### src/rtl/multigrid_restrict_3d_core_macros.svh
// ----------------------------------------------------------------------------
// Assertion macros for the multigrid restriction core
// Clocked implication checks, disabled while reset is asserted.
// ----------------------------------------------------------------------------
`ifndef MULTIGRID_RESTRICT_3D_CORE_MACROS_SVH
`define MULTIGRID_RESTRICT_3D_CORE_MACROS_SVH

// same-cycle implication
`define MGR3_ASSERT_IMP(label, clk, rst_n, ante, cons, msg) \
    label: assert property (@(posedge clk) disable iff (!(rst_n)) (ante) |-> (cons)) \
        else $error(msg);

// next-cycle implication
`define MGR3_ASSERT_NXT(label, clk, rst_n, ante, cons, msg) \
    label: assert property (@(posedge clk) disable iff (!(rst_n)) (ante) |=> (cons)) \
        else $error(msg);

`endif

### src/rtl/mgr3_pkg.sv
// ----------------------------------------------------------------------------
// mgr3_pkg
// Shared constants and types of the 3-D multigrid restriction core.
// ----------------------------------------------------------------------------
package mgr3_pkg;

    localparam int CFG_SIZE_W = 7;
    localparam int APB_DATA_W = 32;
    localparam int APB_ADDR_W = 3;

    // register index is paddr[APB_ADDR_W-1:2]
    localparam logic [APB_ADDR_W-3:0] REG_COARSE_SIZE = 1'b0;
    localparam logic [CFG_SIZE_W-1:0] COARSE_SIZE_RST = 7'd65;
    localparam int MIN_COARSE = 2;

    // 0.5 and 0.0833 in units of 2^-16
    localparam int CENTER_SHIFT = 15;
    localparam int FACE_WEIGHT  = 5459;
    localparam int WEIGHT_W     = 14;
    localparam int FRAC_BITS    = 16;
    localparam int NB_COUNT     = 6;

    localparam int OFIFO_DEPTH = 8;
    localparam int OFIFO_CNT_W = 4;
    localparam int CREDIT_W    = 4;

    typedef enum logic [1:0] {
        K_NONE,
        K_COPY_X,
        K_COPY_CTR,
        K_INT
    } t_kind;

    typedef struct packed {
        t_kind kind;
        logic  odd_plane;
        logic  done;
    } t_s1_tag;

    typedef struct packed {
        logic valid;
        logic face;
        logic done;
    } t_evt_ctl;

endpackage

### src/rtl/mgr3_if.sv


interface mgr3_out_if #(
    parameter int SAMPLE_WIDTH = 32
) ();
    logic                           valid;
    logic                           ready;
    logic signed [SAMPLE_WIDTH-1:0] coarse_value;
    logic                           grid_done;

    modport source (output valid, output coarse_value, output grid_done, input ready);
    modport sink   (input valid, input coarse_value, input grid_done, output ready);
endinterface

### src/rtl/mgr3_ofifo.sv
// ----------------------------------------------------------------------------
// mgr3_ofifo
// Small result queue between the fixed-latency datapath and the output
// channel; absorbs receiver stalls.
// ----------------------------------------------------------------------------
module mgr3_ofifo
    import mgr3_pkg::*;
#(
    parameter int SAMPLE_WIDTH = 32
) (
    input  logic                    i_clk,
    input  logic                    i_rst_n,
    input  logic                    i_push,
    input  logic [SAMPLE_WIDTH-1:0] i_value,
    input  logic                    i_done,
    output logic [OFIFO_CNT_W-1:0]  o_count,
    mgr3_out_if.source              o_out
);

    localparam int PTR_W = $clog2(OFIFO_DEPTH);

    logic [SAMPLE_WIDTH:0]    r_mem [OFIFO_DEPTH];
    logic [PTR_W-1:0]         r_wr_ptr;
    logic [PTR_W-1:0]         r_rd_ptr;
    logic [OFIFO_CNT_W-1:0]   r_count;
    logic [OFIFO_CNT_W-1:0]   n_count;
    logic                     w_pop;

    assign w_pop = o_out.valid & o_out.ready;

    always_comb begin
        n_count = r_count;
        if (i_push && !w_pop) begin
            n_count = r_count + 1'b1;
        end else if (!i_push && w_pop) begin
            n_count = r_count - 1'b1;
        end
    end

    always_ff @(posedge i_clk) begin
        if (!i_rst_n) begin
            r_wr_ptr <= '0;
            r_rd_ptr <= '0;
            r_count  <= '0;
        end else begin
            r_count <= n_count;
            if (i_push) begin
                r_wr_ptr <= r_wr_ptr + 1'b1;
            end
            if (w_pop) begin
                r_rd_ptr <= r_rd_ptr + 1'b1;
            end
        end
    end

    always_ff @(posedge i_clk) begin
        if (i_push) begin
            r_mem[r_wr_ptr] <= {i_done, i_value};
        end
    end

    assign o_out.valid        = (r_count != '0);
    assign o_out.coarse_value = r_mem[r_rd_ptr][SAMPLE_WIDTH-1:0];
    assign o_out.grid_done    = r_mem[r_rd_ptr][SAMPLE_WIDTH];
    assign o_count            = r_count;

endmodule

### src/flat_wrapper.sv
// flat-port wrapper written by rule: the top's interface ports become plain ports
module mgr3_ofifo_flat import mgr3_pkg::*;
#(
    parameter int SAMPLE_WIDTH = 32
)
  (i_clk, i_rst_n, i_push, i_value, i_done, o_count, o_out_valid, o_out_coarse_value, o_out_grid_done, o_out_ready);
  mgr3_out_if #(.SAMPLE_WIDTH(SAMPLE_WIDTH)) o_out_i ();
  input  logic i_clk;
  input  logic i_rst_n;
  input  logic i_push;
  input  logic [SAMPLE_WIDTH-1:0] i_value;
  input  logic i_done;
  output logic [OFIFO_CNT_W-1:0] o_count;
  output wire logic [$bits(o_out_i.valid)-1:0] o_out_valid;
  output wire logic [$bits(o_out_i.coarse_value)-1:0] o_out_coarse_value;
  output wire logic [$bits(o_out_i.grid_done)-1:0] o_out_grid_done;
  input wire logic [$bits(o_out_i.ready)-1:0] o_out_ready;
  assign o_out_valid = o_out_i.valid;
  assign o_out_coarse_value = o_out_i.coarse_value;
  assign o_out_grid_done = o_out_i.grid_done;
  assign o_out_i.ready = o_out_ready;
  mgr3_ofifo #(.SAMPLE_WIDTH(SAMPLE_WIDTH)) u_core (.i_clk(i_clk), .i_rst_n(i_rst_n), .i_push(i_push), .i_value(i_value), .i_done(i_done), .o_count(o_count), .o_out(o_out_i));
endmodule
### config.mk
export PLATFORM = sky130hd
export DESIGN_NAME = mgr3_ofifo_flat
export DESIGN_NICKNAME = d
export VERILOG_FILES = /design/src/rtl/multigrid_restrict_3d_core_macros.svh /design/src/rtl/mgr3_pkg.sv /design/src/rtl/mgr3_if.sv /design/src/rtl/mgr3_ofifo.sv /design/src/flat_wrapper.sv
export SDC_FILE = /design/constraint.sdc
export NUM_CORES = 1
export LEC_CHECK = 0
export CORE_MARGIN = 2
export CORE_UTILIZATION = 35
export DETAILED_ROUTE_END_ITERATION = 12
export DONT_BUFFER_PORTS = 1
export HOLD_SLACK_MARGIN = 0.12
export MAX_ROUTING_LAYER = met4
export PLACE_DENSITY = 0.53
export SLEW_MARGIN = 20
export SYNTH_ARGS = -nofsm -noshare
export SYNTH_HDL_FRONTEND = slang
export SYNTH_SLANG_ARGS = --single-unit
export TNS_END_PERCENT = 20
### constraint.sdc
create_clock -name i_clk -period 3.2 [get_ports i_clk]
set_input_delay 0.48 -clock i_clk [delete_from_list [all_inputs] [get_ports i_clk]]
set_output_delay 0.48 -clock i_clk [all_outputs]
set_load 0.05 [all_outputs]
==> out/metrics.csv <==
stage;metric;value;unit
drt;TritonRoute pass-1 iters;4;
logic_synthesis;Cell Area, Synth;10600;um^2
clock_tree;worst-skew pair later-pin latency;0.54;ns
setup_path;CP Data Required Time;2.72;ns
final_layout;Area Growth Syn to Fin;17.6;%
logic_synthesis;Post-Synth XOR/XNOR Area;0.497;%
sta;final slew viol count;0;
logic_synthesis;post-synthesis instance total;450;
logic_synthesis;mux cell area share after synthesis;18.1;%
sta;fmax;349;MHz
logic_synthesis;Synth Warn #;0;
sta;RSZ-0062 raised after global routing;no;
final_layout;register area;8200;um^2
drt;Initial DRC Count;264;
hold_path;hold depth;2;
hold_path;Hold Path Class;in2reg;
clock_tree;Max clock buf depth;3;
global_route;GRT Max-Usage Layer;met2;
drt;vias per std cell;4.95;
clock_tree;htree depth;1;
final_layout;non-filler cells, final;926;
pwr;Power Density;771;nW/um^2
die;die width;178;um
setup_path;Worst setup EP type;output pin;
global_route;largest net degree at the start of global routing;36;
sta;skew final;0.0154;ns
logic_synthesis;sequential area share after synthesis;77.5;%
sta;Setup violations, final;0;
clock_tree;clock slew seen by the registers of the worst setup and hold paths;0.06;ns
placed_design;worst slack, placed;0.623;ns
sta;headroom to the max-slew limit;46.2;%
global_route;first-pass GRT wire length;31.0;mm
logic_synthesis;EDFF count, synth;264;
clock_tree;post-CTS setup buffer count;0;
global_route;global route overflow;0;
setup_path;worst path arrival time;2.38;ns
sta;setup ws final;0.337;ns
die;Die H;178;um
flow_run;Max Cap Viol;0;
pwr;VDD IR max;482;uV
die;Starting Density;35.6;%
drt;Post-Route WL;20.5;mm
run_status;run status;finished, final reports clean;
final_layout;# nets final;561;
logic_synthesis;register bit total from synthesis;277;
setup_path;CP max FO;34;
drt;via count;4583;
drt;Residual DRC;0;
logic_synthesis;Synth Area in Compound Gates;0.296;%
drt;drt wl/cell;22.1;um
sta;Least-Margin Pin Slew;0.805;ns
logic_synthesis;Post-Syn Area per Cell;23.5;um^2
logic_synthesis;number of library cell types mapped by synthesis;30;
placed_design;Placed Cells;842;
clock_tree;CTS sink count;277;
setup_path;element type at the critical path start;register;
sta;final hold violations;0;
logic_synthesis;net count after synthesis;493;
sta;Tmin final;2.86;ns
clock_tree;number of clock buffers inserted by TritonCTS;29;
logic_synthesis;Synth Area in Adders;0.781;%
setup_path;worst r2r path cells;9;
placed_design;post-DP HPWL;11.5;mm
logic_synthesis;ys async rst share;0;%
sta;final worst-path cycle share;89.5;%
die;die footprint;31600;um^2
logic_synthesis;largest family of logic cells by synthesized area;multiplexers;
clock_tree;CTS tree;done;
final_layout;design area;12400;um^2
pwr;Leak;3.84;nW
die;Core ar.;29700;um^2
global_route;initial antenna violation count;1;
placed_design;GP Congestion;0.674;
placed_design;placed cell areas;11200;um^2
final_layout;area of the multi-input gates;2310;um^2
global_route;met1 Usage GRT;17.7;%
global_route;GRT Total Usage;13.7;%
logic_synthesis;Post-synth top flop;edfxtp_1;
placed_design;PortBufs;0;
global_route;met3 Use GR;3.02;%
setup_path;CP Class;reg2out;
drt;post-route ant nets;0;
logic_synthesis;Synth Area in Simple Gates;1.57;%
final_layout;layout cells sized above 1;29.9;%
final_layout;Fillers;2567;
die;row count;63;
die;# IOs;75;
global_route;vias in the first global route;4973;
global_route;grt met2 use;22.2;%
clock_tree;Root Driver;clkbuf_16;
## report_power, final
group / switching, mW / internal (mW) / total, mW
combinational: 1.38 / 0.900 / 2.28
clock: 1.28 / 1.72 / 3.01
sequential: 0.198 / 4.11 / 4.31
## logic make-up after synthesis
group,Yosys count
adders and majority gates,6
AOI/OAI and AO/OA,5
and+or+nand+nor,33
xor gates and xnor gates,6
DFF,277
buffers and inverters,21
muxes,102
## sequential cells by signal (all words and copies together), names as in the netlist, named ones only
register         flops
u_core.o_count       4
u_core.r_mem       264
u_core.r_wr_ptr      3
u_core.r_rd_ptr      3
## metal layers
metal  share of wire, %  wire length, um  vias to the layer above
li1                   -                -                     2037
met1                 44             8900                     2431
met2                 50            10200                       87
met3                4.7              966                       28
met4                1.6              331                        0
met5                  0                0                        -
## metrics by stage
stage                     util (%)  power (mW)  hold slack [ns]  setup TNS [ns]
after floorplan                  -        6.29            0.451           -3.54
after global placement        37.8        6.61            0.472               0
after detailed placement      37.8        6.65            0.465               0
after CTS                     41.8        9.75            0.135               0
after global routing          41.8        10.0            0.142               0
final                         41.8        9.59            0.159               0
## cells in the mapped netlist, drive strengths merged (4+ instances only)
cell / instances / area, um^2
and2: 7 / 43.8
buf: 11 / 90.1
clkbuf: 8 / 31.3
dfxtp: 13 / 260
edfxtp: 264 / 7930
ha: 5 / 62.6
mux2: 33 / 372
mux4: 66 / 1510
nand2: 7 / 26.3
nand2b: 4 / 25.0
nor2: 7 / 26.3
xnor2: 5 / 43.8
## final timing paths
| kind | startpoint | endpoint | slack [ns] |
|---|---|---|---|
| worst min-delay path | i_push | u_core.r_wr_ptr[1] | 0.16 |
| worst max-delay path | register | o_out_coarse_value[2] | 0.34 |
| worst max register to register | u_core.o_count[3] | u_core.o_count[3] | 0.61 |
| worst min register to register | u_core.r_rd_ptr[1] | register | 0.48 |
## critical path: stages (launching register included)
cell	delay, ns
dfxtp_4	0.49
buf_12	0.32
mux4_1	0.59
mux2_2	0.40
## cell type report
class | instances | share of cell area, %
tap | 390 | 3.92
inverter | 1 | 0.0302
multi-input combinational | 152 | 18.6
antenna | 1 | 0.0201
clock inverter | 14 | 0.795
timing repair buffer | 57 | 4.75
clock buffer | 34 | 5.99
sequential | 277 | 65.9
## placed cells by master, fill, tap and decap left out, types with 7 or more instances in the layout
| cell type | count |
|---|---|
| dfxtp_1 | 10 |
| mux2_2 | 33 |
| edfxtp_1 | 264 |
| clkbuf_16 | 29 |
| mux4_1 | 7 |
| and2_1 | 7 |
| buf_4 | 16 |
| clkinv_1 | 8 |
| dlygate4sd3_1 | 35 |
| mux4_2 | 59 |
| nand2_1 | 7 |
## what timing repair did
item / 4_1_cts / 5_1_grt
resized for setup: 0 / 0
hold buffers: 35 / 0
hold endpoints to repair: 277 / 0
(Power assumes the default switching activity.)
