==> config.mk <==
export PLATFORM = sky130hd
export DESIGN_NAME = mgr3_weigh
export DESIGN_NICKNAME = d
export VERILOG_FILES = /design/src/rtl/multigrid_restrict_3d_core_macros.svh /design/src/rtl/mgr3_pkg.sv /design/src/rtl/mgr3_weigh.sv
export SDC_FILE = /design/constraint.sdc
export NUM_CORES = 1
export LEC_CHECK = 0
export BUFFER_PORTS_ARGS = -buffer_cell sky130_fd_sc_hd__buf_2
export CAP_MARGIN = 0
export CORE_MARGIN = 2
export CORE_UTILIZATION = 50
export CTS_CLUSTER_SIZE = 8
export DETAILED_ROUTE_END_ITERATION = 12
export PLACE_DENSITY_LB_ADDON = 0.1
export SYNTH_ARGS = -nofsm -noshare
export SYNTH_HDL_FRONTEND = slang
export SYNTH_SLANG_ARGS = --single-unit
==> constraint.sdc <==
create_clock -name i_clk -period 15 [get_ports i_clk]
set_clock_uncertainty 0.05 [all_clocks]
set_input_delay 0.75 -clock i_clk [delete_from_list [all_inputs] [get_ports i_clk]]
set_output_delay 0.75 -clock i_clk [all_outputs]
set_load 0.1 [all_outputs]
==> src/rtl/multigrid_restrict_3d_core_macros.svh <==
// ----------------------------------------------------------------------------
// Assertion macros for the multigrid restriction core
// Clocked implication checks, disabled while reset is asserted.
// ----------------------------------------------------------------------------
`ifndef MULTIGRID_RESTRICT_3D_CORE_MACROS_SVH
`define MULTIGRID_RESTRICT_3D_CORE_MACROS_SVH

// same-cycle implication
`define MGR3_ASSERT_IMP(label, clk, rst_n, ante, cons, msg) \
    label: assert property (@(posedge clk) disable iff (!(rst_n)) (ante) |-> (cons)) \
        else $error(msg);

// next-cycle implication
`define MGR3_ASSERT_NXT(label, clk, rst_n, ante, cons, msg) \
    label: assert property (@(posedge clk) disable iff (!(rst_n)) (ante) |=> (cons)) \
        else $error(msg);

`endif

==> src/rtl/mgr3_pkg.sv <==
// ----------------------------------------------------------------------------
// mgr3_pkg
// Shared constants and types of the 3-D multigrid restriction core.
// ----------------------------------------------------------------------------
package mgr3_pkg;

    localparam int CFG_SIZE_W = 7;
    localparam int APB_DATA_W = 32;
    localparam int APB_ADDR_W = 3;

    // register index is paddr[APB_ADDR_W-1:2]
    localparam logic [APB_ADDR_W-3:0] REG_COARSE_SIZE = 1'b0;
    localparam logic [CFG_SIZE_W-1:0] COARSE_SIZE_RST = 7'd65;
    localparam int MIN_COARSE = 2;

    // 0.5 and 0.0833 in units of 2^-16
    localparam int CENTER_SHIFT = 15;
    localparam int FACE_WEIGHT  = 5459;
    localparam int WEIGHT_W     = 14;
    localparam int FRAC_BITS    = 16;
    localparam int NB_COUNT     = 6;

    localparam int OFIFO_DEPTH = 8;
    localparam int OFIFO_CNT_W = 4;
    localparam int CREDIT_W    = 4;

    typedef enum logic [1:0] {
        K_NONE,
        K_COPY_X,
        K_COPY_CTR,
        K_INT
    } t_kind;

    typedef struct packed {
        t_kind kind;
        logic  odd_plane;
        logic  done;
    } t_s1_tag;

    typedef struct packed {
        logic valid;
        logic face;
        logic done;
    } t_evt_ctl;

endpackage

==> src/rtl/mgr3_weigh.sv <==
// ----------------------------------------------------------------------------
// mgr3_weigh
// Weighted stencil: sum of six face neighbours, constant multiply, floor
// shift and clamp. Face points ride along and bypass the arithmetic.
// ----------------------------------------------------------------------------
module mgr3_weigh
    import mgr3_pkg::*;
#(
    parameter int SAMPLE_WIDTH = 32
) (
    input  logic                                  i_clk,
    input  logic                                  i_rst_n,
    input  t_evt_ctl                              i_ctl,
    input  logic signed [SAMPLE_WIDTH-1:0]        i_face_val,
    input  logic signed [SAMPLE_WIDTH-1:0]        i_center,
    input  logic [NB_COUNT-1:0][SAMPLE_WIDTH-1:0] i_nb,
    output t_evt_ctl                              o_ctl,
    output logic [SAMPLE_WIDTH-1:0]               o_value,
    output logic [1:0]                            o_occupancy
);

    localparam int SW    = SAMPLE_WIDTH;
    localparam int SUM_W = SW + 3;
    localparam int ACC_W = SUM_W + WEIGHT_W;
    localparam logic signed [WEIGHT_W-1:0] FACE_W_S = WEIGHT_W'(FACE_WEIGHT);

    t_evt_ctl                 r_w1_ctl;
    logic signed [SUM_W-1:0]  r_w1_sum;
    logic signed [SW-1:0]     r_w1_center;
    logic signed [SW-1:0]     r_w1_face_val;
    t_evt_ctl                 r_w2_ctl;
    logic signed [ACC_W-1:0]  r_w2_acc;
    logic signed [SW-1:0]     r_w2_face_val;

    logic signed [SUM_W-1:0]  n_sum;
    logic signed [ACC_W-1:0]  w_center_ext;
    logic signed [ACC_W-1:0]  w_prod;
    logic signed [ACC_W-1:0]  n_acc;
    logic signed [SW:0]       w_q;
    logic [SW-1:0]            w_sat;

    // three pair sums, then one three-input add
    assign n_sum = (SUM_W'($signed(i_nb[0])) + SUM_W'($signed(i_nb[1])))
                 + (SUM_W'($signed(i_nb[2])) + SUM_W'($signed(i_nb[3])))
                 + (SUM_W'($signed(i_nb[4])) + SUM_W'($signed(i_nb[5])));

    assign w_center_ext = ACC_W'(r_w1_center);
    assign w_prod       = r_w1_sum * FACE_W_S;
    assign n_acc        = (w_center_ext <<< CENTER_SHIFT) + w_prod;

    always_ff @(posedge i_clk) begin
        if (!i_rst_n) begin
            r_w1_ctl <= '0;
            r_w2_ctl <= '0;
        end else begin
            r_w1_ctl <= i_ctl;
            r_w2_ctl <= r_w1_ctl;
        end
    end

    always_ff @(posedge i_clk) begin
        r_w1_sum      <= n_sum;
        r_w1_center   <= i_center;
        r_w1_face_val <= i_face_val;
        r_w2_acc      <= n_acc;
        r_w2_face_val <= r_w1_face_val;
    end

    // arithmetic shift gives floor; clamp when the top two bits disagree
    assign w_q = r_w2_acc[ACC_W-1:FRAC_BITS];

    always_comb begin
        if (w_q[SW] != w_q[SW-1]) begin
            w_sat = w_q[SW] ? {1'b1, {(SW-1){1'b0}}} : {1'b0, {(SW-1){1'b1}}};
        end else begin
            w_sat = w_q[SW-1:0];
        end
    end

    assign o_value     = r_w2_ctl.face ? r_w2_face_val : w_sat;
    assign o_ctl       = r_w2_ctl;
    assign o_occupancy = 2'(r_w1_ctl.valid) + 2'(r_w2_ctl.valid);

endmodule

==> results of run 1 <==
worst max-delay path, cell delays in order (launching register included):
cell and delay (ns):
dfxtp_1 0.59, fa_1 0.51, ha_1 0.29, inv_1 0.05
fa_1 0.49, inv_1 0.05, fa_1 0.55, fa_1 0.43
fa_1 0.44, ha_1 0.37, a21oi_1 0.20, o21a_1 0.19
o31ai_2 0.06, a41o_2 0.27, a41oi_4 0.31, o211ai_1 0.18
a21oi_1 0.27, o21ai_1 0.12, xor2_1 0.15
flip-flops by register name, summed over array words and instances (netlist names):
name	flops
r_w1_sum	35
r_w2_acc	33
r_w1_center	32
r_w1_face_val	32
r_w2_face_val	32
o_ctl	3
r_w1_ctl	3
cells by family (layout without fill, tap and decap cells):
group / count (synthesis) / in the layout / synth area share
xor gates and xnor gates: 63 / 63 / 0.02987
and+or+nand+nor: 255 / 255 / 0.06333
adders and majority gates: 586 / 586 / 0.5327
buffers and inverters: 471 / 776 / 0.09578
AOI/OAI and AO/OA: 266 / 266 / 0.09185
DFF: 170 / 170 / 0.1842
muxes: 4 / 4 / 0.002235
path summary, 6_finish.rpt:
| path | startpoint | to | slack [ns] |
|---|---|---|---|
| worst max-delay path | r_w1_sum[16]$_DFF_P_ | r_w2_acc[38]$_DFF_P_ | 9.31 |
| worst min-delay path | r_w1_face_val[27]$_DFF_P_ | r_w2_face_val[27]$_DFF_P_ | 0.28 |
| worst min register to register | r_w1_face_val[27]$_DFF_P_ | r_w2_face_val[27]$_DFF_P_ | 0.28 |
| worst max register to register | r_w1_sum[16]$_DFF_P_ | r_w2_acc[38]$_DFF_P_ | 9.31 |
per-layer routing:
layer,vias up,global-route usage,routed length (µm)
met5,-,0,0
met4,0,0.04377,433
met3,23,0.03180,1529
met2,234,0.3716,18160
met1,6190,0.2818,17730
li1,6280,-,-
cells in the final DEF (no fill, tap or decap), drive strengths merged, types with 3 or more instances in the layout:
| cell type | n |
|---|---|
| inv | 453 |
| fa | 334 |
| buf | 299 |
| ha | 252 |
| dfxtp | 170 |
| nand2 | 142 |
| o21ai | 103 |
| a21oi | 69 |
| xnor2 | 32 |
| nor2 | 32 |
| xor2 | 31 |
| a21o | 28 |
| nand4 | 17 |
| clkbuf | 17 |
| and2 | 12 |
| a31oi | 12 |
| nand3 | 11 |
| o21bai | 11 |
| nor3 | 8 |
| and3 | 7 |
| nand2b | 7 |
| nor2b | 6 |
| o21a | 6 |
| clkinv | 5 |
| or4 | 4 |
| o221ai | 4 |
| a211oi | 3 |
| o211ai | 3 |
| mux2i | 3 |
| a221o | 3 |
| a41oi | 3 |
| a221oi | 3 |
per-stage QoR:
stage / instance area [µm²] / std cells
2_1_floorplan: 18470 / 1815
3_3_place_gp: 20460 / 2556
3_5_place_dp: 20460 / 2556
4_1_cts: 21040 / 2588
5_1_grt: 21040 / 2588
6_report: 21040 / 2588
cell type report:
cell class	count	area (µm²)	area share
Inverter	445	1670	0.07939
Sequential cell	170	3405	0.1618
Tap cell	468	585.6	0.02783
Clock buffer	17	425.4	0.02022
Clock inverter	15	152.6	0.007255
Timing Repair Buffer	299	1501	0.07136
Multi-Input combinational cell	1174	13300	0.6321
==> metrics.md, run 1 <==
| Metric | Value |
|---|---|
| Status | complete, no violations |
| Ant. Diodes | 0 |
| Leading area contributor after synthesis | fa_1 |
| Share of post-route cells with drive strength above 1 | 0.1660 |
| Setup violators final | 0 |
| Initial antenna violation count | 2 |
| Data required, critical path | 15.28 ns |
| DIE AREA | 38,500 µm² |
| Vias | 12,730 |
| Slew HR | 0.3176 |
| TritonCTS buffer count | 17 |
| Vias per Instance | 4.918 |
| Post_cts resized | 0 |
| WP data arrival | 5.97 ns |
| Setup tns final | 0 ns |
| Yosys synthesis warning count | 0 |
| Final GP Congestion | 0.8555 |
| Post-route ant nets | 0 |
| Number of I/O pins | 298 |
| Final worst slack | 9.310 ns |
| Hold Buf Count CTS | 0 |
| Synth Register Bits | 170 |
| Crit end category | flop |
| Synth cell types | 63 |
| Most common cell in the netlist | inv_1 |
| Final Hold Viols | 0 |
| Total Routing Usage GR | 0.2126 |
| Mapped Nets | 2,662 |
| DR iter-0 viols | 358 |
| Layout Nets | 2,954 |
| DRT Pass-1 Iters | 5 |
| Post-synth EDFFs | 0 |
| CP Launch Type | flop |
| Async S/R FF share, synth | 0 |
| CTS sink cnt | 170 |
| Starting Density | 0.5058 |
| Final Util | 0.5761 |
| Critical path class | flop to flop |
| Sequential area share after synthesis | 0.1842 |
| Synthesized area | 18,470 µm² |
| Max Clk Rate | 175.7 MHz |
| Die W | 196.2 µm |
| CTS Buffer Depth | 2 |
| CTS tree | yes |
| Insertion delay to the later sink of the worst-skew pair | 0.45 ns |
| H-tree levels | 4 |
| # port buffers | 297 |
| Largest net degree at the start of global routing | 65 |
| Tmin final | 5.690 ns |
| Slew @ Worst Pin | 1.022 ns |
| Syn avg cell area | 10.18 µm² |
| Clk slew on worst S/H paths | 0.07 ns |
| Rows | 70 |
| Hold Path Depth | 0 |
| RSZ-0062 raised after global routing | false |
| Placement Setup Slack | 9.321 ns |
| Share of the synthesized area in the top cell type | 0.3620 |
| First-pass GRT wire length | 65,330 µm |
| Fin crit share | 0.3794 |
| GRT overflow | 0 |
| Die height | 196.2 µm |
| Pins over their slew limit | 0 |
| Vias in the first global route | 13,730 |
| Routed length per instance | 14.63 µm |
| Post-synth top cells | 445 x inv_1, 334 x fa_1, 252 x ha_1 |
| Synth area leaders | fa_1 36%, dfxtp_1 18%, ha_1 17%, inv_1 9.0%, nand2_1 2.9% |
| Post-synth top flop | dfxtp_1 |
| Final WL | 37,860 µm |
| Detailed placer's ending HPWL | 33,120 µm |
| DRC violations left | 0 |
| Root buf cell | clkbuf_16 |
| Post-CTS Setup Bufs | 0 |
| Worst hold path type | flop to flop |
| Area growth from synthesis to layout | 13.90% |
| Hold Slack | 0.2777 ns |
| CP Max Fanout | 7 |
| Total core area | 36,520 µm² |
| # fillers | 3,340 |
| R2r worst-path depth | 18 |
| Number of max-cap violations | 0 |
| Gate Count Post-Synth | 1,815 |
Power of run 1 is not shown: default switching activity piles up to over one toggle a cycle in this logic, so the estimate is an artifact.
==> run 2: changes to the inputs <==
==> constraint.sdc (replaced) <==
create_clock -name i_clk -period 5.2 [get_ports i_clk]
set_clock_uncertainty 0.05 [all_clocks]
set_input_delay 0.26 -clock i_clk [delete_from_list [all_inputs] [get_ports i_clk]]
set_output_delay 0.26 -clock i_clk [all_outputs]
set_load 0.1 [all_outputs]
==> run 2 against run 1 <==
The run now ends with setup timing left. Fmax rose by 8.9%. Final cell count up 5.9%. Setup slack got worse by 9.3 ns. Worst hold slack got worse by 0.24 ns. Register-to-register slack got worse by 9.3 ns. Clock-buffer cell count grew 2. Design area up 7.9%. Routed wire length rose by 1.9%. Die area unchanged. Global-route usage rose by 0.076 points. Via count is 5.3% higher.
==> metrics.md, run 2 (synthesized netlist as in run 1, its figures left out) <==
| Metric | Value |
|---|---|
| CTS Buffer Depth | 2 (unchanged) |
| Vias | 13,400 (+5.3%) |
| # port buffers | 297 (unchanged) |
| First-pass GRT wire length | 66,090 µm (+1.2%) |
| Root buf cell | clkbuf_16 |
| Initial antenna violation count | 0 (-2) |
| Die height | 196.2 µm (unchanged) |
| Final WL | 38,580 µm (+1.9%) |
| Met2 Wirelength | 18,130 µm (-0.19%) |
| Cell area after layout | 22,690 µm² (+7.9%) |
| Fin crit share | 1.005 (+0.6257) |
| Crit end category | flop |
| TritonCTS buffer count | 17 (unchanged) |
| Final worst slack | -0.02634 ns (-9.336 ns) |
| Setup violators final | 1 (+1) |
| Final Hold Viols | 0 (unchanged) |
| Most common cell after layout, fill and taps aside | inv_1 |
| Vias in the first global route | 14,220 (+3.6%) |
| Placement Setup Slack | -0.1539 ns (-9.475 ns) |
| Area growth from synthesis to layout | 22.86% |
| Pins over their slew limit | 0 (unchanged) |
| Total Routing Usage GR | 0.2134 (+0.0007586) |
| Routed length per instance | 14.07 µm (-3.8%) |
| Number of max-cap violations | 0 (unchanged) |
| Rows | 70 (unchanged) |
| Tmin final | 5.226 ns (-0.4640 ns) |
| GRT overflow | 0 (unchanged) |
| Non-filler cells, final | 2,741 (+5.9%) |
| Share of post-route cells with drive strength above 1 | 0.2248 (+0.05878) |
| Top sig layer | met4 |
| RSZ-0062 raised after global routing | true |
| CTS tree | yes |
| Insertion delay to the later sink of the worst-skew pair | 0.44 ns (about the same) |
| Met3 Routed Length | 1726 µm (+13%) |
| CP Launch Type | flop |
| DRT Pass-1 Iters | 7 (+2) |
| Slew @ Worst Pin | 1.057 ns (+0.03476 ns) |
| Status | finished, violations left |
| CTS sink cnt | 170 (unchanged) |
| Biggest regs | r_w1_sum x35, r_w2_acc x33 |
| Ant. Diodes | 0 (unchanged) |
| Placed Cells incl. Taps | 2,633 (+3.0%) |
| DR iter-0 viols | 328 (-8.4%) |
| Detailed placer's ending HPWL | 33,150 µm (about the same) |
| Vias per Instance | 4.889 (-0.57%) |
| Largest net degree at the start of global routing | 65 (unchanged) |
| Total core area | 36,520 µm² (unchanged) |
| Metal1 wirelength | 18,330 µm (+3.4%) |
| H-tree levels | 4 (unchanged) |
| Worst hold path type | input port to flop |
| Failing checks | setup timing |
| Die W | 196.2 µm (unchanged) |
| CP Max Fanout | 4 (-3) |
| Largest register by flop count | r_w1_sum |
| Placement Cell Area | 21,040 µm² (+2.8%) |
| Most frequent cells in the layout | 440 x inv_1, 329 x fa_1, 297 x buf_2 |
| Layout Nets | 3,108 (+5.2%) |
| Max Clk Rate | 191.3 MHz (+8.9%) |
| DRC violations left | 0 (unchanged) |
| Slew HR | 0.2944 (-0.02321) |
| Starting Density | 0.5058 (unchanged) |
| Data required, critical path | 5.53 ns (-9.75 ns) |
| Final GP Congestion | 0.8671 (+1.4%) |
| Critical path class | flop to flop |
| Max reg flops | 35 (unchanged) |
| Post-route ant nets | 0 (unchanged) |
| DIE AREA | 38,500 µm² (unchanged) |
| Number of I/O pins | 298 (unchanged) |
| Clk slew on worst S/H paths | 0.07 ns (about the same) |
| WP data arrival | 5.55 ns (-0.42 ns) |
## run 2: changes by cell type in the layout (fill, tap and decap cells not counted), sizes merged
cell         delta
clkinvlp        -1
clkinv          +1
inv             -3
dlygate4sd3    +67
clkbuf          +2
buf            +87
## run 2: layout make-up
class,instances,area (µm²)
Tap cell,468,585.6
Multi-Input combinational cell,1174,13620
Clock inverter,12,112.6
Sequential cell,170,3445
Clock buffer,19,432.9
Inverter,445,1670
Timing Repair Buffer,453,2829
Fill cell,3137,13830
## run 2: worst paths after layout
path                               endpoint  slack, ns                 startpoint  cells past startpoint
setup / recovery       r_w2_acc[39]$_DFF_P_      -0.03       r_w1_sum[16]$_DFF_P_                     18
hold / removal          o_ctl[2]$_SDFF_PN0_       0.04                    i_rst_n                      2
setup reg to reg       r_w2_acc[39]$_DFF_P_      -0.03       r_w1_sum[16]$_DFF_P_                     18
hold reg to reg   r_w2_face_val[13]$_DFF_P_       0.27  r_w1_face_val[13]$_DFF_P_                      0
## run 2: routing by layer
| metal | up-vias | track usage |
|---|---|---|
| li1 | 6581 | - |
| met1 | 6499 | 0.2945 |
| met2 | 295 | 0.3589 |
| met3 | 27 | 0.03232 |
| met4 | 0 | 0.04405 |
| met5 | - | 0 |
## run 2: repair_timing
action	CTS	global route
setup buffers	1	9
cloned	0	0
resized for setup	16	76
endpoints found under the setup margin	17	25
hold buffers	67	0
pin swaps	5	48
endpoints found under the hold margin	67	0
## run 2: per-stage QoR
step / TNS [ns] / util / hold WS, ns
after floorplan: 0 / - / 0.2377
after global placement: -0.02147 / 0.5762 / 0.2602
after detailed placement: -0.8653 / 0.5762 / 0.2621
after CTS: -0.002540 / 0.6115 / 0.01300
after global routing: -1.835 / 0.6214 / 0.02650
final: -0.02634 / 0.6214 / 0.04039
## run 2: critical path: stages (launching register included)
cell,delay [ns]
dfxtp_4,0.36
fa_1,0.45
ha_1,0.31
inv_2,0.04
fa_1,0.49
inv_1,0.05
fa_1,0.45
fa_1,0.49
fa_1,0.52
ha_4,0.32
nand2_2,0.05
o21a_1,0.19
o31ai_2,0.18
a41o_2,0.18
a41oi_4,0.16
o211a_4,0.30
o21a_4,0.23
o221ai_2,0.17
xor2_1,0.15
Power of run 2 is left out for the same reason.
==> run 3: changes to the inputs <==
--- a/config.mk
+++ b/config.mk
@@ -5,13 +5,13 @@
 export SDC_FILE = /design/constraint.sdc
 export NUM_CORES = 1
 export LEC_CHECK = 0
-export BUFFER_PORTS_ARGS = -buffer_cell sky130_fd_sc_hd__buf_2
 export CAP_MARGIN = 0
 export CORE_MARGIN = 2
 export CORE_UTILIZATION = 50
 export CTS_CLUSTER_SIZE = 8
 export DETAILED_ROUTE_END_ITERATION = 12
-export PLACE_DENSITY_LB_ADDON = 0.1
+export DONT_BUFFER_PORTS = 1
+export PLACE_DENSITY = 0.68
 export SYNTH_ARGS = -nofsm -noshare
 export SYNTH_HDL_FRONTEND = slang
 export SYNTH_SLANG_ARGS = --single-unit
==> run 3 against run 2 <==
Clock-buffer cell count unchanged. Register-to-register slack worse by 0.08 ns. Worst hold slack better by 0.028 ns. Critical path depth up 2. Fmax down 1.6%. First-iteration DRC count up 73%. Die area unchanged. The run still ends with setup timing left. Sequential share of layout area up 0.83 points. Non-clock buffer count down 288. Setup slack worse by 0.085 ns. Global-route usage up 0.31 points.
==> metrics.md, run 3 (synthesized netlist as in run 1, its figures left out) <==
| Metric | Value |
|---|---|
| CTS tree | yes |
| Number of I/O pins | 298 (unchanged) |
| DRC violations left | 0 (unchanged) |
| Total Routing Usage GR | 0.2164 (+0.003054) |
| Crit end category | flop |
| Cell area after layout | 21,550 µm² (-5.0%) |
| Worst path top cell family by delay | adder cells |
| Area growth from synthesis to layout | 16.67% |
| Fin crit share | 1.021 (+0.01626) |
| Status | finished, violations left |
| Slew @ Worst Pin | 1.198 ns (+0.1413 ns) |
| Data required, critical path | 5.52 ns (about the same) |
| Placed Cells incl. Taps | 2,343 (-11%) |
| RSZ-0062 raised after global routing | true |
| Starting Density | 0.5058 (unchanged) |
| CP Launch Type | flop |
| Worst hold path type | input port to flop |
| # port buffers | 0 (-100%) |
| Share of post-route cells with drive strength above 1 | 0.1294 (-0.09541) |
| CP Buf/Inv Count | 5 (+3) |
| Vias | 12,540 (-6.5%) |
| Initial antenna violation count | 1 (+1) |
| Largest net degree at the start of global routing | 65 (unchanged) |
| Top Usage Layer GRT | met2 |
| Final GP Congestion | 0.8628 (-0.50%) |
| Insertion delay to the later sink of the worst-skew pair | 0.45 ns (about the same) |
| WP data arrival | 5.63 ns (+0.08 ns) |
| DIE AREA | 38,500 µm² (unchanged) |
| Pins over their slew limit | 0 (unchanged) |
| Crit-path max cell delay | 0.51 ns (about the same) |
| Post-route ant nets | 0 (unchanged) |
| CTS Buffer Depth | 2 (unchanged) |
| CTS sink cnt | 170 (unchanged) |
| Biggest regs | r_w1_sum x35, r_w2_acc x33 |
| Final Util | 0.5901 (-0.03131) |
| Cell mode on critical path | fa_1 |
| CP max stage cell | fa_1 |
| Total core area | 36,520 µm² (unchanged) |
| First-pass GRT wire length | 65,840 µm (-0.38%) |
| Max Clk Rate | 188.3 MHz (-1.6%) |
| Slew HR | 0.2010 (-0.09337) |
| Most frequent cells in the layout | 438 x inv_1, 334 x fa_1, 239 x ha_1 |
| Met1 Use GR | 0.2757 (-0.01887) |
| Non-filler cells, final | 2,455 (-10%) |
| Hold Slack | 0.06877 ns (+0.02838 ns) |
| Layout Nets | 2,820 (-9.3%) |
| Final Hold Viols | 0 (unchanged) |
| Clk slew on worst S/H paths | 0.08 ns (about the same) |
| Vias per Instance | 5.106 (+4.4%) |
| Setup violators final | 6 (+5) |
| GRT overflow | 0 (unchanged) |
| Die height | 196.2 µm (unchanged) |
| # fillers | 3,015 (-3.9%) |
| Vias in the first global route | 13,720 (-3.5%) |
| Met2 GRT Util | 0.3818 (+0.02293) |
| Critical-path cell list | fa_1, ha_1, inv_2, fa_1, inv_2, fa_1, fa_1, inv_1, fa_1, inv_2, ha_4, nand2_4, o21a_1, o31ai_2, a41o_2, a41oi_4, o211a_4, buf_6, o41ai_4, xor2_1 |
| Detailed placer's ending HPWL | 34,030 µm (+2.6%) |
| Met3 Use GR | 0.03249 (+0.0001719) |
| Max reg flops | 35 (unchanged) |
| Rows | 70 (unchanged) |
| Failing checks | setup timing |
| DR iter-0 viols | 566 (+73%) |
| Root buf cell | clkbuf_16 |
| Die W | 196.2 µm (unchanged) |
| Most common cell after layout, fill and taps aside | inv_1 |
| Number of max-cap violations | 0 (unchanged) |
| TritonCTS buffer count | 17 (unchanged) |
| H-tree levels | 4 (unchanged) |
| Critical path class | flop to flop |
| DRT Pass-1 Iters | 5 (-2) |
| Tmin final | 5.311 ns (+0.08456 ns) |
| Routed length per instance | 16.27 µm (+16%) |
| Final worst slack | -0.1109 ns (-0.08456 ns) |
| Final WL | 39,930 µm (+3.5%) |
| CP Max Fanout | 4 (unchanged) |
| Largest register by flop count | r_w1_sum |
| Placement Cell Area | 19,740 µm² (-6.2%) |
run 3: cell count changes in the layout (fill, tap and decap cells not counted), moves of 4 or more:
cell | before | now
buf_2 | 297 | 0
o21ai_2 | 5 | 37
o21ai_0 | 88 | 58
buf_6 | 1 | 8
xnor2_1 | 31 | 25
fa_1 | 329 | 334
fa_2 | 5 | 0
xnor2_2 | 1 | 6
clkinv_4 | 4 | 0
run 3: metal layers:
layer  share of wire  wire, µm
met1            0.44     17720
met2            0.50     19780
met3           0.038      1525
met4           0.023       905
met5               0         0
run 3: stage by stage:
stage,TNS (ns),setup WS (ns)
global placement,-0.02045,-0.02045
detailed placement,-1.697,-0.2120
global route,-3.289,-0.3246
CTS,-0.03984,-0.02665
finish,-0.4217,-0.1109
floorplan,0,0.006108
run 3: final cells by class:
cell class	count	area (µm²)	share of cell area
antenna	1	2.502	0.0001161
inverter	445	1670	0.07751
sequential	170	3450	0.1601
tap	468	585.6	0.02717
clock inverter	13	147.6	0.006851
clock buffer	19	442.9	0.02055
timing repair buffer	165	1451	0.06735
multi-input combinational	1174	13800	0.6404
run 3: worst paths after layout:
kind	endpoint	slack (ns)	startpoint	depth (start not counted)
setup / recovery	r_w2_acc[43]$_DFF_P_	-0.11	r_w1_sum[14]$_DFF_P_	20
hold / removal	r_w1_sum[0]$_DFF_P_	0.07	i_nb[64]	2
setup reg to reg	r_w2_acc[43]$_DFF_P_	-0.11	r_w1_sum[14]$_DFF_P_	20
hold reg to reg	r_w2_face_val[30]$_DFF_P_	0.27	r_w1_face_val[30]$_DFF_P_	0
run 3: worst register-to-register path, cell delays in order (launching register included):
cell     delay (ns)
dfxtp_4        0.36
fa_1           0.47
ha_1           0.30
inv_2          0.04
fa_1           0.51
inv_2          0.04
fa_1           0.45
fa_1           0.50
inv_1          0.05
fa_1           0.48
inv_2          0.05
ha_4           0.28
nand2_4        0.05
o21a_1         0.19
o31ai_2        0.22
a41o_2         0.18
a41oi_4        0.16
o211a_4        0.29
buf_6          0.12
o41ai_4        0.28
xor2_1         0.17
run 3: what timing repair did:
item                                    4_1_cts  5_1_grt
endpoints found under the hold margin        70        0
gates resized for setup                      25       80
buffers inserted                              2       10
endpoints found under the setup margin       16       25
hold buffers                                 68        0
pin swaps                                    12       45
Power of run 3 is left out for the same reason.
